<file path="src/rtl/mcf_pkg.sv">
`timescale 1ns / 1ps

package mcf_pkg;

  localparam logic [7:0] SyncByte = 8'hA5;
  localparam logic [7:0] LenByte  = 8'h03;
  localparam logic [7:0] CmdCode  = 8'hF2;
  localparam logic [7:0] CrcPoly  = 8'h8C;
  localparam logic [7:0] RunBit   = 8'h01;
  localparam logic [7:0] DirBit   = 8'h02;

  typedef struct packed {
    logic [7:0] status;
    logic [7:0] spd_hi;
    logic [7:0] spd_lo;
    logic [7:0] crc;
  } mcf_frame_t;

  function automatic logic [7:0] crc8_byte(input logic [7:0] acc, input logic [7:0] data);
    logic [7:0] c;
    c = acc ^ data;
    for (int b = 0; b < 8; b++) begin
      c = c[0] ? ((c >> 1) ^ CrcPoly) : (c >> 1);
    end
    return c;
  endfunction

  localparam logic [7:0] CrcHead = crc8_byte(crc8_byte(crc8_byte(8'h00, SyncByte), LenByte),
                                             CmdCode);

endpackage

</file>
<file path="src/rtl/mcf_if.sv">
`timescale 1ns / 1ps

interface mcf_cmd_if;
  logic        valid;
  logic        ready;
  logic        run;
  logic        direction;
  logic [15:0] speed;

  modport source (output valid, run, direction, speed, input ready);
  modport sink   (input valid, run, direction, speed, output ready);
endinterface

interface mcf_byte_if;
  logic       valid;
  logic       ready;
  logic [7:0] frame_byte;
  logic       last;

  modport source (output valid, frame_byte, last, input ready);
  modport sink   (input valid, frame_byte, last, output ready);
endinterface

</file>
<file path="src/rtl/mcf_crc_pipe.sv">
`timescale 1ns / 1ps

module mcf_crc_pipe (
  input  logic               clk_i,
  input  logic               rst_ni,
  input  logic               valid_i,
  output logic               ready_o,
  input  logic               run_i,
  input  logic               direction_i,
  input  logic [15:0]        speed_i,
  output logic               valid_o,
  input  logic               ready_i,
  output mcf_pkg::mcf_frame_t frame_o
);
  import mcf_pkg::*;

  logic       v1_q, v2_q, v3_q;
  logic       rdy1, rdy2, rdy3;
  mcf_frame_t s1_q, s2_q, s3_q;
  logic [7:0] status_d;
  logic [7:0] crc1_d, crc2_d, crc3_d;

  assign rdy3 = !v3_q || ready_i;
  assign rdy2 = !v2_q || rdy3;
  assign rdy1 = !v1_q || rdy2;

  assign status_d = (run_i ? RunBit : 8'h00) | (direction_i ? DirBit : 8'h00);
  assign crc1_d   = crc8_byte(CrcHead, status_d);
  assign crc2_d   = crc8_byte(s1_q.crc, s1_q.spd_hi);
  assign crc3_d   = crc8_byte(s2_q.crc, s2_q.spd_lo);

  always_ff @(posedge clk_i or negedge rst_ni) begin
    if (!rst_ni) begin
      v1_q <= 1'b0;
      v2_q <= 1'b0;
      v3_q <= 1'b0;
    end else begin
      if (rdy1) v1_q <= valid_i;
      if (rdy2) v2_q <= v1_q;
      if (rdy3) v3_q <= v2_q;
    end
  end

  always_ff @(posedge clk_i) begin
    if (rdy1 && valid_i) begin
      s1_q <= {status_d, speed_i, crc1_d};
    end
    if (rdy2 && v1_q) begin
      s2_q <= {s1_q.status, s1_q.spd_hi, s1_q.spd_lo, crc2_d};
    end
    if (rdy3 && v2_q) begin
      s3_q <= {s2_q.status, s2_q.spd_hi, s2_q.spd_lo, crc3_d};
    end
  end

  assign ready_o = rdy1;
  assign valid_o = v3_q;
  assign frame_o = s3_q;

endmodule

</file>
<file path="src/rtl/motor_command_frame_crc8_top.sv">
`timescale 1ns / 1ps

// Motor command framer. Each command transfer on cmd_i becomes a seven-byte frame on frm_o:
// 0xA5, 0x03, 0xF2, status (bit 0 run, bit 1 direction), speed high, speed low, and a
// reflected CRC-8 (poly 0x8C, init 0, no final xor) over the first six bytes, marked by last.
// A command passes through three CRC stages, one status or speed byte folded per stage,
// and then into the output register, from which its bytes are sent; bytes leave at one per
// cycle while the receiver is ready, and a new command enters the output register only once
// the last byte of the frame is taken, so the single byte output port limits the command
// rate. Up to three further commands are held in the CRC stages while a frame is sent.
module motor_command_frame_crc8_top (
  input  logic       clk_i,
  input  logic       rst_ni,
  mcf_cmd_if.sink    cmd_i,
  mcf_byte_if.source frm_o
);
  import mcf_pkg::*;

  localparam logic [2:0] IdxSync   = 3'd0;
  localparam logic [2:0] IdxLen    = 3'd1;
  localparam logic [2:0] IdxCmd    = 3'd2;
  localparam logic [2:0] IdxStatus = 3'd3;
  localparam logic [2:0] IdxSpdHi  = 3'd4;
  localparam logic [2:0] IdxSpdLo  = 3'd5;
  localparam logic [2:0] IdxCrc    = 3'd6;

  logic       pipe_valid;
  logic       pipe_ready;
  mcf_frame_t pipe_frame;

  logic       busy_q;
  logic [2:0] idx_q;
  mcf_frame_t frm_q;
  logic       take;
  logic       at_last;

  mcf_crc_pipe u_crc_pipe (
    .clk_i       (clk_i),
    .rst_ni      (rst_ni),
    .valid_i     (cmd_i.valid),
    .ready_o     (cmd_i.ready),
    .run_i       (cmd_i.run),
    .direction_i (cmd_i.direction),
    .speed_i     (cmd_i.speed),
    .valid_o     (pipe_valid),
    .ready_i     (pipe_ready),
    .frame_o     (pipe_frame)
  );

  assign take       = busy_q && frm_o.ready;
  assign at_last    = (idx_q == IdxCrc);
  assign pipe_ready = !busy_q || (take && at_last);

  always_ff @(posedge clk_i or negedge rst_ni) begin
    if (!rst_ni) begin
      busy_q <= 1'b0;
      idx_q  <= IdxSync;
    end else if (pipe_ready && pipe_valid) begin
      busy_q <= 1'b1;
      idx_q  <= IdxSync;
    end else if (take) begin
      if (at_last) begin
        busy_q <= 1'b0;
        idx_q  <= IdxSync;
      end else begin
        idx_q <= idx_q + 3'd1;
      end
    end
  end

  always_ff @(posedge clk_i) begin
    if (pipe_ready && pipe_valid) frm_q <= pipe_frame;
  end

  always_comb begin
    case (idx_q)
      IdxSync:   frm_o.frame_byte = SyncByte;
      IdxLen:    frm_o.frame_byte = LenByte;
      IdxCmd:    frm_o.frame_byte = CmdCode;
      IdxStatus: frm_o.frame_byte = frm_q.status;
      IdxSpdHi:  frm_o.frame_byte = frm_q.spd_hi;
      IdxSpdLo:  frm_o.frame_byte = frm_q.spd_lo;
      IdxCrc:    frm_o.frame_byte = frm_q.crc;
      default:   frm_o.frame_byte = 8'h00;
    endcase
  end

  assign frm_o.valid = busy_q;
  assign frm_o.last  = at_last;

endmodule

</file>
<file path="src/flat_wrapper.sv">
// flat-port wrapper written by rule: the top's interface ports become plain ports
module motor_command_frame_crc8_top_flat import mcf_pkg::*;
  (clk_i, rst_ni, cmd_i_valid, cmd_i_run, cmd_i_direction, cmd_i_speed, cmd_i_ready, frm_o_valid, frm_o_frame_byte, frm_o_last, frm_o_ready);
  mcf_cmd_if cmd_i_i ();
  mcf_byte_if frm_o_i ();
  input  logic clk_i;
  input  logic rst_ni;
  input wire logic [$bits(cmd_i_i.valid)-1:0] cmd_i_valid;
  input wire logic [$bits(cmd_i_i.run)-1:0] cmd_i_run;
  input wire logic [$bits(cmd_i_i.direction)-1:0] cmd_i_direction;
  input wire logic [$bits(cmd_i_i.speed)-1:0] cmd_i_speed;
  output wire logic [$bits(cmd_i_i.ready)-1:0] cmd_i_ready;
  output wire logic [$bits(frm_o_i.valid)-1:0] frm_o_valid;
  output wire logic [$bits(frm_o_i.frame_byte)-1:0] frm_o_frame_byte;
  output wire logic [$bits(frm_o_i.last)-1:0] frm_o_last;
  input wire logic [$bits(frm_o_i.ready)-1:0] frm_o_ready;
  assign cmd_i_i.valid = cmd_i_valid;
  assign cmd_i_i.run = cmd_i_run;
  assign cmd_i_i.direction = cmd_i_direction;
  assign cmd_i_i.speed = cmd_i_speed;
  assign cmd_i_ready = cmd_i_i.ready;
  assign frm_o_valid = frm_o_i.valid;
  assign frm_o_frame_byte = frm_o_i.frame_byte;
  assign frm_o_last = frm_o_i.last;
  assign frm_o_i.ready = frm_o_ready;
  motor_command_frame_crc8_top u_core (.clk_i(clk_i), .rst_ni(rst_ni), .cmd_i(cmd_i_i), .frm_o(frm_o_i));
endmodule
</file>
<file path="config.mk">
export PLATFORM = sky130hd
export DESIGN_NAME = motor_command_frame_crc8_top_flat
export DESIGN_NICKNAME = d
export VERILOG_FILES = /design/src/rtl/mcf_pkg.sv /design/src/rtl/mcf_if.sv /design/src/rtl/mcf_crc_pipe.sv /design/src/rtl/motor_command_frame_crc8_top.sv /design/src/flat_wrapper.sv
export SDC_FILE = /design/constraint.sdc
export NUM_CORES = 1
export LEC_CHECK = 0
export ABC_AREA = 1
export ABC_CLOCK_PERIOD_IN_PS = 3100
export BUFFER_PORTS_ARGS = -buffer_cell sky130_fd_sc_hd__buf_2
export CORE_AREA = 2 2 114 72
export DETAILED_ROUTE_END_ITERATION = 12
export DIE_AREA = 0 0 116 74
export GPL_ROUTABILITY_DRIVEN = 0
export HOLD_SLACK_MARGIN = 0.02
export PLACE_DENSITY = 0.81
export SLEW_MARGIN = 20
export SYNTH_ARGS = -nofsm -noshare
export SYNTH_HDL_FRONTEND = slang
export SYNTH_SLANG_ARGS = --single-unit
</file>
<file path="constraint.sdc">
create_clock -name clk_i -period 3.1 [get_ports clk_i]
set_input_delay 0.465 -clock clk_i [delete_from_list [all_inputs] [get_ports clk_i]]
set_output_delay 0.465 -clock clk_i [all_outputs]
set_load 0.01 [all_outputs]
</file>
==> results of run 1 <==
-- power groups by stage --
stage	logic (mW)	registers [mW]	clock network [mW]
floorplan	1.24	2.39	0
global placement	1.55	2.45	0
detailed placement	1.62	2.47	0
CTS	1.63	2.43	1.09
global route	1.86	2.47	1.15
finish	1.61	2.43	1.06
-- what timing repair did --
item                                    4_1_cts  5_1_grt
endpoints found under the hold margin         7        0
endpoints found under the setup margin        0        0
hold buffers                                  1        0
-- kinds of logic after synthesis --
kind of cell	synth area share [%]
adder cells (fa/ha/maj)	0.288
other	0.0862
XOR/XNOR	7.16
buffers and inverters	2.85
flip-flops	74.5
AND/OR/NAND/NOR	13.1
AO/OA/AOI/OAI	2.07
-- registers in the layout (all words and copies together), names as in the netlist --
| name | count |
|---|---|
| u_core.u_crc_pipe.frame_o | 26 |
| u_core.u_crc_pipe.s2_q | 26 |
| u_core.u_crc_pipe.v1_q | 1 |
| u_core.frm_o.valid | 1 |
| u_core.frm_q | 26 |
| u_core.u_crc_pipe.valid_o | 1 |
| u_core.u_crc_pipe.v2_q | 1 |
| u_core.idx_q | 3 |
| u_core.u_crc_pipe.s1_q | 24 |
-- per-stage QoR --
step	std cells	utilization, %
finish	482	65.5
global route	482	65.5
CTS	482	65.5
detailed placement	465	61.6
global placement	465	61.6
floorplan	323	-
-- cell usage in the layout, fill, tap and decap left out, drive strengths merged, types with 2 or more instances in the layout --
cell and instances:
edfxtp 102, nand2 101, inv 36, buf 34
nand3 18, xnor2 17, xor2 16, clkbuf 9
o21ai 8, nor2 8, dfrtp 7, nand4 3
clkinvlp 3, a221oi 2
-- routing by layer --
metal  vias up  global-route usage, %  wire length (um)  part of all wire, %
li1       1192                      -                 -                    -
met1      1064                   23.7              3130                   49
met2        70                   25.0              2690                   42
met3        10                   7.74               431                  6.8
met4         0                   5.29                82                  1.3
met5         -                      0                 0                    0
-- path summary, 6_finish.rpt --
path	end	slack, ns	cells past startpoint
max in group asynchronous	u_core.idx_q[2]$_DFFE_PN0P_	2.48	2
min in group asynchronous	u_core.frm_o.valid$_DFFE_PN0P_	0.47	2
hold / removal	u_core.u_crc_pipe.s1_q[13]$_DFFE_PP_	0.29	1
setup reg to reg	u_core.u_crc_pipe.frame_o[3]$_DFFE_PP_	0.94	7
hold reg to reg	u_core.u_crc_pipe.frame_o[25]$_DFFE_PP_	0.41	0
setup / recovery	frm_o_frame_byte[5]	0.94	6
-- cell type report --
cell class / instances / share of cell area, %
clock buffer: 9 / 4.55
multi-input combinational: 181 / 20.0
inverter: 33 / 2.50
timing repair buffer: 35 / 3.74
clock inverter: 7 / 1.16
sequential: 109 / 65.4
tap: 108 / 2.73
==> results.txt, run 1 <==
Outcome - finished clean
Fin Setup TNS - 0 ns
Post-route cell area - 0.00495 mm^2
Synth area leaders - edfxtp_1, nand2_1, dfrtp_1
DP HPWL - 4730 um
Final total power - 5.10 mW
Crit path time final - 2.16 ns
F_max - 0.462 GHz
Vias - 2336
Clock power share - 20.7%
Layout cells sized above 1 - 19.5%
Initial antenna violation count - 0
Max_slew headroom - 37.9%
Initial Utilization - 57.5%
Placed Area - 0.00466 mm^2
Worst Path Arrival - 1.70 ns
Fill cell count - 563
CTS Sinks - 109
CTS Buf Count - 9
Rows - 25
Clock transition at path regs - 0.07 ns
# DRC - 0
Critical path startpoint - u_core.idx_q[0]$_DFFE_PN0P_
Port bufs - 32
Root Driver - clkbuf_16
Tcrit/Tclk final - 69.8%
WL per Instance - 13.2 um
Number of instances resized during post-cts repair - 0
FF+latch area - 0.00324 mm^2
Total grt overflow - 0
MaxCap Viol Count - 0
Largest net degree at the start of global routing - 27
Number of H-tree levels - 3
Syn avg cell area - 13.5 um^2
Layout Nets - 392
Top delay family on crit path - simple AND/OR/NAND/NOR gates
Commonest cells post-synth - edfxtp_1, nand2_1, inv_1
N_diodes - 0
Seq cells post-synth - 109
Detailed Routing Iterations Pass 1 - 5
CP max FO - 7
Max-slew violations - 0
Die span in y - 74 um
Initial DRC Count - 179
Reg2reg start - u_core.idx_q[0]$_DFFE_PN0P_
P_sw - 1.73 mW
Unrepaired setup endpoints after global routing - no
Leak - 1.97 nW
Post-synth EDFFs - 102
Synth-to-layout area growth - 13.9%
Vias in the first global route - 2205
Final setup margin - 0.935 ns
Worst setup EP type - output pin
Synth top area share - 70.4%
Hold Startpoint - cmd_i_speed[5]
Clock buffer depth - 2
Vias per cell - 4.85
Cell Area, Synth - 0.00435 mm^2
I/O pins - 33
Seq/Total Area, Yosys - 74.5%
P_int - 3.37 mW
CP Launch Type - register
Slew at the pin closest to its max-slew limit - 0.930 ns
Slowest CP cell - dfrtp_1
Critical path cell sequence - inv_1 > nand2_1 > nor2_1 > a221oi_1 > nand2_1 > buf_2
Most numerous cell in the Yosys netlist - edfxtp_1
Asr flop ratio synth - 6.42%
Sw frac - 33.9%
Footprint of the multi-input gates - 990 um^2
Crit path top cell by count - nand2_1
Pre-CTS setup slack - 0.911 ns
Final Routed Wirelength - 6340 um
Hold Worst Slack - 0.287 ns
Clk_skew - 0.00771 ns
Setup violators final - 0
Clock tree from TritonCTS - yes
Syn Nets - 346
HP Class - in -> reg
Mapped Cells - 323
Yosys warnings - 0
Gate power share - 31.7%
Max incr delay on CP - 0.43 ns
Reg power frac - 47.6%
Critical path data required time - 2.63 ns
Worst vdd ir - 0.557 mV
Buf+Inv Stages, Crit Path - 2
Clk Latency, worst-skew pair - 0.35 ns
Die area - 0.00858 mm^2
Total core area - 0.00757 mm^2
Global-route usage over all layers - 17.2%
Setup Fix Bufs, Post-CTS - 0
Final hold violation count - 0
First-pass GRT wire length - 10600 um
Ys flop type - edfxtp_1
Die W - 116 um
Synth cell types - 27
Detail Route Antenna Nets - 0
Area leader, netlist - edfxtp_1
CP Class - reg -> out
Power Density - 1030 mW/mm^2
No activity file was read; power rests on OpenSTA's default activity.
==> run 2: changes to the inputs <==
Settings changed: ABC_AREA 1 to 0, ABC_CLOCK_PERIOD_IN_PS 3100 to 2200, CORE_AREA 2 2 114 72 to 2 2 111 70, DIE_AREA 0 0 116 74 to 0 0 113 72.
Clock period 3.1 ns to 2.2 ns, I/O delays scaled along.
==> run 2 against run 1 <==
Against the previous run: the run now ends with design-rule violations left; via count fell by 18%; global-route usage fell by 0.75 points; synthesized area fell by 6.7%; critical path depth fell by 1; utilization rose by 0.84 points; flip-flop and latch count did not move; die area fell by 5.2%; clock-buffer cell count rose by 1; combinational power fell by 22%; power rose by 9.7%; clock skew rose by 0.0028 ns; critical endpoint is now frm_o_frame_byte[0]; largest power group unchanged.
==> results.txt, run 2 <==
CTS Sinks - 109 (unchanged)
CP max FO - 15 (+8)
Seq/Total Area, Yosys - 79.8% (+5.4 points)
R2R cell count - 5 (-2)
Total core area - 0.00709 mm^2 (-6.4%)
Asr flop ratio synth - 6.42% (unchanged)
Worst setup EP type - output pin
Detailed Routing Iterations Pass 1 - 8 (+3)
N_diodes - 0 (unchanged)
Initial DRC Count - 176 (-1.7%)
Tcrit/Tclk final - 94.4%
Failing checks - design-rule violations
Leak - 1.63 nW (-17%)
Worst vdd ir - 0.571 mV (+2.5%)
Clk Latency, worst-skew pair - 0.34 ns (about the same)
Sw frac - 28.7% (-5.2 points)
Port bufs - 32 (unchanged)
Commonest cells post-synth - edfxtp_1, xnor2_1, xor2_1
Yosys warnings - 0 (unchanged)
Ys flop type - edfxtp_1
Die area - 0.00814 mm^2 (-5.2%)
Clk_skew - 0.0105 ns (+0.00277 ns)
Outcome - complete, but fails checks
Mapped Cells - 225 (-30%)
Synth-to-layout area growth - 15.8%
Grt met3 use - 7.27% (-0.47 points)
Post-synth EDFFs - 102 (unchanged)
Final hold violation count - 0 (unchanged)
# DRC - 2 (+2)
Die W - 113 um (-2.6%)
Total grt overflow - 0 (unchanged)
Vias - 1915 (-18%)
Final setup margin - 0.124 ns (-0.811 ns)
Clock tree from TritonCTS - yes
Clock power share - 26.3% (+5.6 points)
Seq cells post-synth - 109 (unchanged)
Largest net degree at the start of global routing - 27 (unchanged)
Synth cell types - 32 (+19%)
Global-route usage over all layers - 16.4% (-0.75 points)
MaxCap Viol Count - 0 (unchanged)
Vias per cell - 5.22 (+7.7%)
Simple-gate area share of the yosys netlist - 4.53% (-8.6 points)
Critical path data required time - 1.87 ns (-0.76 ns)
Compound-Gate Fraction of Synth Area - 3.98% (+1.9 points)
Number of H-tree levels - 3 (unchanged)
WL per Instance - 16.8 um (+28%)
Most frequent cells in the layout - edfxtp_1, buf_2, xnor2_1
Max-slew violations - 0 (unchanged)
CP Launch Type - register
Layout Nets - 294 (-25%)
P_sw - 1.61 mW (-7.3%)
HP Class - in -> reg
Vias in the first global route - 1836 (-17%)
I/O pins - 33 (unchanged)
P_int - 3.99 mW (+18%)
DP Cell Count - 350 (-25%)
Syn avg cell area - 18.0 um^2 (+34%)
Most numerous cell in the Yosys netlist - edfxtp_1
Area leader, netlist - edfxtp_1
Fin cells - 367 (-24%)
Busiest grt layer - met2
Final Routed Wirelength - 6170 um (-2.7%)
Gate power share - 22.6% (-9.1 points)
Hold depth - 1 (unchanged)
Die span in y - 72 um (-2.7%)
Clock buffer depth - 2 (unchanged)
CTS Buf Count - 9 (unchanged)
Layout cells sized above 1 - 22.8% (+3.3 points)
Reg2Reg Setup Slack - 0.33 ns (-0.61 ns)
Main combinational cell family by area after synthesis - XOR/XNOR gates
Unrepaired setup endpoints after global routing - no
Synth Area in Adders - 0.308% (+0.021 points)
Commonest non-fill, non-tap cell in the layout - edfxtp_1
Fin Setup TNS - 0 ns (unchanged)
Reg power frac - 51.1% (+3.5 points)
Synth top area share - 75.5% (+5.1 points)
Grt met2 use - 23.4% (-1.7 points)
Fill cell count - 485 (-14%)
Worst Path Arrival - 1.75 ns (+0.05 ns)
Crit path time final - 2.08 ns
Initial antenna violation count - 0 (unchanged)
Clock transition at path regs - 0.07 ns (about the same)
Setup violators final - 0 (unchanged)
Synth area leaders - edfxtp_1, xnor2_1, dfrtp_1
Power Density - 1190 mW/mm^2 (+16%)
Syn Nets - 248 (-28%)
Detail Route Antenna Nets - 0 (unchanged)
Xor/xnor cell area share of the yosys netlist - 10.1% (+2.9 points)
Hold Worst Slack - 0.160 ns (-0.127 ns)
Global routing usage on met1 - 23.1% (-0.56 points)
CP Class - reg -> out
Root Driver - clkbuf_16
F_max - 0.482 GHz
Cell Area, Synth - 0.00406 mm^2 (-6.7%)
Post-synthesis mux area share - 0.247% (+0.25 points)
DP HPWL - 4040 um (-15%)
Rows - 24 (-4.0%)
Final Util - 66.3% (+0.84 points)
Initial Utilization - 57.2% (-0.22 points)
Pre-CTS setup slack - 0.194 ns (-0.717 ns)
First-pass GRT wire length - 9540 um (-9.6%)
## run 2: layout make-up
class                   instances  area (um^2)  area share, %
flip-flops and latches        109         3240           69.0
multi-input cells             106          791           16.8
repair buffers                 39          253           5.38
clock buffers                  10          229           4.87
well taps                      91          114           2.42
clock inverters                 6         43.8          0.932
inverters                       6         26.3          0.559
## run 2: worst paths after layout
check,start,end
setup / recovery,u_core.idx_q[2]$_DFFE_PN0P_,frm_o_frame_byte[0]
hold / removal,cmd_i_speed[3],u_core.u_crc_pipe.s1_q[11]$_DFFE_PP_
setup reg to reg,u_core.idx_q[0]$_DFFE_PN0P_,u_core.u_crc_pipe.s1_q[13]$_DFFE_PP_
hold reg to reg,u_core.u_crc_pipe.frame_o[7]$_SDFFCE_PP0P_,u_core.frm_q[7]$_DFFE_PP_
max in group asynchronous,rst_ni,u_core.idx_q[2]$_DFFE_PN0P_
min in group asynchronous,rst_ni,u_core.frm_o.valid$_DFFE_PN0P_
## run 2: stage by stage
step	cell area, um^2	power [mW]
after floorplan	4060	3.68
after global placement	4400	4.06
after detailed placement	4400	4.13
after CTS	4690	5.60
after global routing	4700	5.85
final	4700	5.59
## run 2: cell families after synthesis
logic type      Yosys count
compound gates           25
xor+xnor                 42
fa+ha+maj                 1
buf+inv                  10
flops                   109
mux                       1
other cells               1
simple gates             36
## run 2: layer usage
layer | part of all wire [%] | up-vias | routed length [um]
li1 | - | 923 | -
met1 | 47 | 923 | 2880
met2 | 46 | 67 | 2840
met3 | 7.0 | 2 | 434
met4 | 0.34 | 0 | 21
met5 | 0 | - | 0
## run 2: critical path, stage by stage, from the launching register on
cell and delay [ns]:
dfrtp_2 0.55, clkinvlp_4 0.25, ha_1 0.25, nand2_1 0.08
o221ai_1 0.10, buf_2 0.16
## run 2: power groups by stage
stage | combinational, mW | clock [mW] | sequential [mW]
3_5_place_dp | 1.25 | 0 | 2.88
4_1_cts | 1.26 | 1.50 | 2.84
6_report | 1.26 | 1.47 | 2.86
5_1_grt | 1.37 | 1.60 | 2.88
2_1_floorplan | 0.902 | 0 | 2.78
3_3_place_gp | 1.19 | 0 | 2.87
## run 2: timing repair
action                                 CTS  global route
setup endpoints to repair                5             1
endpoints found under the hold margin    7             0
buffers inserted                         0             0
gates resized for setup                  3             3
hold buffers                             1             0
